$ cat config.mk
export PLATFORM = sky130hd
export DESIGN_NAME = imu_caf_mul
export DESIGN_NICKNAME = d
export VERILOG_FILES = /design/src/imu_caf_pkg.sv /design/src/imu_caf_mul.sv
export SDC_FILE = /design/constraint.sdc
export NUM_CORES = 2
export LEC_CHECK = 0
export ABC_AREA = 1
export BUFFER_PORTS_ARGS = -buffer_cell sky130_fd_sc_hd__buf_2
export CORE_ASPECT_RATIO = 0.7
export CORE_MARGIN = 2
export CORE_UTILIZATION = 70
export CTS_CLUSTER_SIZE = 40
export DETAILED_ROUTE_END_ITERATION = 16
export MAX_ROUTING_LAYER = met4
export PLACE_DENSITY = 0.95
export SLEW_MARGIN = 5
export SYNTH_ARGS = -nofsm -noshare
export SYNTH_HDL_FRONTEND = slang
export SYNTH_SLANG_ARGS = --single-unit
$ cat constraint.sdc
create_clock -name clk -period 14.8 [get_ports clk]
set_clock_uncertainty 0.15 [all_clocks]
set_input_delay 0 -clock clk [delete_from_list [all_inputs] [get_ports clk]]
set_output_delay 0 -clock clk [all_outputs]
set_load 0.03 [all_outputs]
$ cat src/imu_caf_pkg.sv
// Types, constants and tables shared by the attitude filter modules.
package imu_caf_pkg;

  localparam int SAMPLE_BITS_DEF  = 16;
  localparam int ANGLE_WIDTH_DEF  = 32;
  localparam int CORDIC_STEPS_DEF = 24;

  // CORDIC angle accumulator is Q.30; the rounded angle is Q.24.
  localparam int CORDIC_ZW   = 34;
  localparam int ACC_ANGLE_W = CORDIC_ZW - 6;

  localparam logic signed [CORDIC_ZW-1:0] HALF_PI_Q30 = 34'sd1686629713;
  localparam logic [31:0] INV_GAIN_Q32 = 32'd2608131496;

  localparam logic [2:0] CFG_FILTER_COEFF  = 3'd0;
  localparam logic [2:0] CFG_SAMPLE_PERIOD = 3'd1;
  localparam logic [2:0] CFG_GYRO_SCALE    = 3'd2;
  localparam logic [2:0] CFG_ACC_SCALE     = 3'd3;
  localparam logic [2:0] CFG_ROLL_ONLY     = 3'd4;

  localparam logic [15:0] FILTER_COEFF_RST  = 16'd49152;
  localparam logic [31:0] SAMPLE_PERIOD_RST = 32'd4294967;
  localparam logic [31:0] GYRO_SCALE_RST    = 32'd2236;
  localparam logic [31:0] ACC_SCALE_RST     = 32'd4096;

  typedef enum logic [3:0] {
    ST_IDLE,
    ST_PRE,
    ST_CRL_GO,
    ST_CRL_WAIT,
    ST_MAG,
    ST_CPT_GO,
    ST_CPT_WAIT,
    ST_BLEND,
    ST_FIN
  } state_t;

  // Multiplier operations in issue order.
  typedef enum logic [4:0] {
    OP_AY, OP_AZ, OP_AX, OP_GX, OP_GY, OP_GZ,
    OP_IH0, OP_IL0, OP_IH1, OP_IL1, OP_IH2, OP_IL2,
    OP_MH, OP_ML,
    OP_BKR, OP_BMR, OP_BKLR, OP_BMLR,
    OP_BKP, OP_BMP, OP_BKLP, OP_BMLP
  } op_t;

  typedef struct packed {
    logic valid;
    logic zero;
  } cordic_ctl_t;

  typedef struct packed {
    logic valid;
    op_t  tag;
  } mul_ctl_t;

  // Arctangent of 2^-i in Q.30, rounded to nearest.
  function automatic logic [32:0] atan_q30(input int i);
    logic [32:0] r;
    case (i)
      0:  r = 33'd843314857;
      1:  r = 33'd497837829;
      2:  r = 33'd263043837;
      3:  r = 33'd133525159;
      4:  r = 33'd67021687;
      5:  r = 33'd33543516;
      6:  r = 33'd16775851;
      7:  r = 33'd8388437;
      8:  r = 33'd4194283;
      9:  r = 33'd2097149;
      10: r = 33'd1048576;
      default: begin
        if (i <= 30) r = 33'd1 << (30 - i);
        else r = '0;
      end
    endcase
    return r;
  endfunction

endpackage

$ cat src/imu_caf_mul.sv
// Registered signed multiplier that carries an operation tag with its product.
module imu_caf_mul
  import imu_caf_pkg::*;
#(
  parameter int MUL_W = 33
) (
  input  logic                        clk,
  input  logic                        rst_n,
  input  mul_ctl_t                    req,
  input  logic signed [MUL_W-1:0]     op_a,
  input  logic signed [MUL_W-1:0]     op_b,
  output mul_ctl_t                    rsp,
  output logic signed [2*MUL_W-1:0]   prod
);

  mul_ctl_t                  rsp_r;
  logic signed [2*MUL_W-1:0] prod_r;

  always_ff @(posedge clk) begin
    if (!rst_n) begin
      rsp_r <= '0;
    end else begin
      rsp_r <= req;
    end
  end

  always_ff @(posedge clk) begin
    prod_r <= op_a * op_b;
  end

  assign rsp  = rsp_r;
  assign prod = prod_r;

endmodule

==> impl_metrics.yaml <==
run_status:
  status: "completed"
setup_path:
  start_kind: "primary input"
  critical_path_required_ns: 14.88
  arrival_ns: 8.03
  cp_max_fo: 33
  cp-end-kind: "flop"
  path_class: "primary input to flop"
logic_synthesis:
  synth_edf_count: 0
  synth_flop_cell: "dfxtp_1"
  ys_warn_count: 0
  ys_ff_latch: 72
  synth.avg_cell_area_um2: 7.773
  syn_inst: 5590
  synth_cell_type_count: 34
  ys_seq_area_share_pct: 3.317
  syn_area_um2: 43450
  syn-num-nets: 7026
  async_flop_share_pct: 0
timing:
  hold_slack_ns: 0.1774
  setup_viol: 0
  drv_slew: 0
  finalCritPeriodShare_pct: 53.75
  relSlewSlack_pct: 26.43
  final-hold-violation-count: 0
  worst_pin_slew_ns: 1.104
  setup_tns_ns: 0
  fmax_ghz: 0.1257
  grt_setup_unrepaired: "no"
  min_period_ns: 7.954
final_layout:
  syn2layout_area_growth_pct: 3.072
  final_nets: 6952
  instances_no_fill: 6343
  drive_above_1_share_pct: 4.583
  design_area_um2: 44790
  fill_cells: 4219
placed_design:
  placed_cell_area_um2: 44370
  gp_congestion: 1.058
  placed_cells: 6312
  port_buffers: 145
  hpwl_mm: 108.2
min_path:
  whs_endpoint: "prod[0]"
  hold_path.class: "primary input to flop"
  min_path_cells: 4
  hp-start: "op_b[0]"
grt:
  grt_pass1_wl_mm: 213.6
  grt_max_degree: 35
  grt_pass1_vias: 41070
  grtUsageTotal_pct: 45.34
  grt_overflow: 0
  antenna_found_initial: 2
cts:
  cts_buffer_depth: 2
  htree_levels: 3
  numClockSinks: 72
  cts_root_buffer: "clkbuf_16"
  tritoncts: "done"
  clk_pin_slew_ns: 0.08
  post-cts-setup-buffers: 0
  numCtsBuffers: 9
floorplan:
  core_um2: 61430
  initial_core_util_pct: 70.74
  ios: 146
  rows: 76
  dieHeight_um: 212.5
  die_area_um2: 64120
  die_w_um: 301.8
run:
  cap_violations: 0
detailed_routing:
  drc: 0
  antenna_left: 0
  route.vias.total: 36240
  drt-total-wl_mm: 133.6
  wire_per_inst_um: 21.06
  via_per_inst: 5.714
  firstDrtPassIters: 10
  drt_iter0_drc: 4307
[logic make-up (layout without fill, tap and decap cells)]
group,after synthesis,in the layout,synth area share (%)
other,0,3,0
xor gates and xnor gates,44,44,0.8869
buffers and inverters,2196,2127,18.97
adders and majority gates,1362,1362,59.00
and+or+nand+nor,1827,1827,16.68
DFF,72,72,3.317
AOI/OAI and AO/OA,89,89,1.146
[flip-flops by register name, summed over array words and instances (netlist names)]
register  count
rsp           6
prod         66
[stage by stage]
step                util, %  worst slack, ns
global placement      72.24            6.893
finish                72.91            6.846
floorplan                 -            7.899
CTS                   72.90            7.067
global route          72.91            6.558
detailed placement    72.24            6.727
[layout make-up]
class	instances	area, um2	area share (%)
timing repair buffer	178	1003	2.240
clock inverter	7	61.31	0.1369
inverter	1933	7256	16.20
antenna	3	7.507	0.01676
sequential	72	1441	3.218
tap	819	1025	2.288
multi-input combinational	3322	33770	75.40
clock buffer	9	225.2	0.5028
[worst max-delay path by stage]
stage / startpoint / end / slack, ns / depth (start not counted)
global placement: op_a[32] / prod[51] / 6.89 / 23
global route: op_b[9] / prod[60] / 6.56 / 22
finish: op_b[9] / prod[51] / 6.85 / 23
CTS: op_a[32] / prod[51] / 7.07 / 23
floorplan: op_a[32] / prod[63] / 7.90 / 22
detailed placement: op_a[32] / prod[51] / 6.73 / 23
[worst max-delay path: stages]
cell and delay, ns:
buf_2 0.76, nand2_1 0.32, fa_1 0.72, fa_1 0.52, fa_1 0.58, inv_1 0.07, fa_1 1.17, fa_1 0.60
fa_1 0.50, fa_1 0.49, inv_1 0.05, fa_1 0.47, inv_1 0.04, ha_1 0.41, nand2_1 0.10, inv_1 0.12
nand2_1 0.09, nor2_1 0.33, nand2_1 0.14, nor2_1 0.11, nand2_1 0.15, nand4_1 0.13, nand2_1 0.12
[Yosys cell counts (3+ instances only)]
library cell | n | area, um2
clkbuf_1 | 262 | 983.4
fa_1 | 1145 | 22920
nand3b_1 | 3 | 22.52
nor2_1 | 95 | 356.6
nand2_2 | 19 | 118.9
ha_1 | 217 | 2715
nor2_4 | 3 | 33.78
xnor2_1 | 8 | 70.07
nor2_2 | 22 | 137.6
nor4_1 | 3 | 18.77
o21bai_1 | 14 | 105.1
inv_1 | 1926 | 7229
nand4_1 | 19 | 118.9
inv_2 | 7 | 26.28
nand3_2 | 8 | 80.08
dfxtp_1 | 72 | 1441
nand3_1 | 73 | 365.4
or2_2 | 6 | 37.54
nor3_1 | 6 | 30.03
a21oi_1 | 55 | 275.3
o21ai_0 | 13 | 65.06
nand2_1 | 1564 | 5871
xor2_1 | 36 | 315.3
[layout by cell type, fill, tap and decap left out, drive strengths merged, types with 12 or more instances in the layout]
cell type and instances:
ha 217, nand4 19, o21bai 14, nor2 120, nand2 1583, buf 166, inv 1937, dfxtp 72
xor2 36, a21oi 57, dlygate4sd3 12, o21ai 14, nand3 81, fa 1145
[repair_timing]
action                    in CTS  in global routing
gates resized for setup        0                  0
hold endpoints to repair       6                  0
hold buffers                  12                  0
[per-layer routing]
| metal | vias up | global-route usage [%] | routed length [um] | part of all wire, % |
|---|---|---|---|---|
| li1 | 14920 | - | - | - |
| met4 | 0 | 25.69 | 9461 | 7.1 |
| met1 | 17180 | 54.16 | 43840 | 33 |
| met5 | - | - | 0 | 0 |
| met2 | 3204 | 68.22 | 58740 | 44 |
| met3 | 939 | 14.86 | 21550 | 16 |
Power is left out: the tool's default activity adds up to more than one toggle a clock period on the data nets, which glitch-free logic cannot reach.
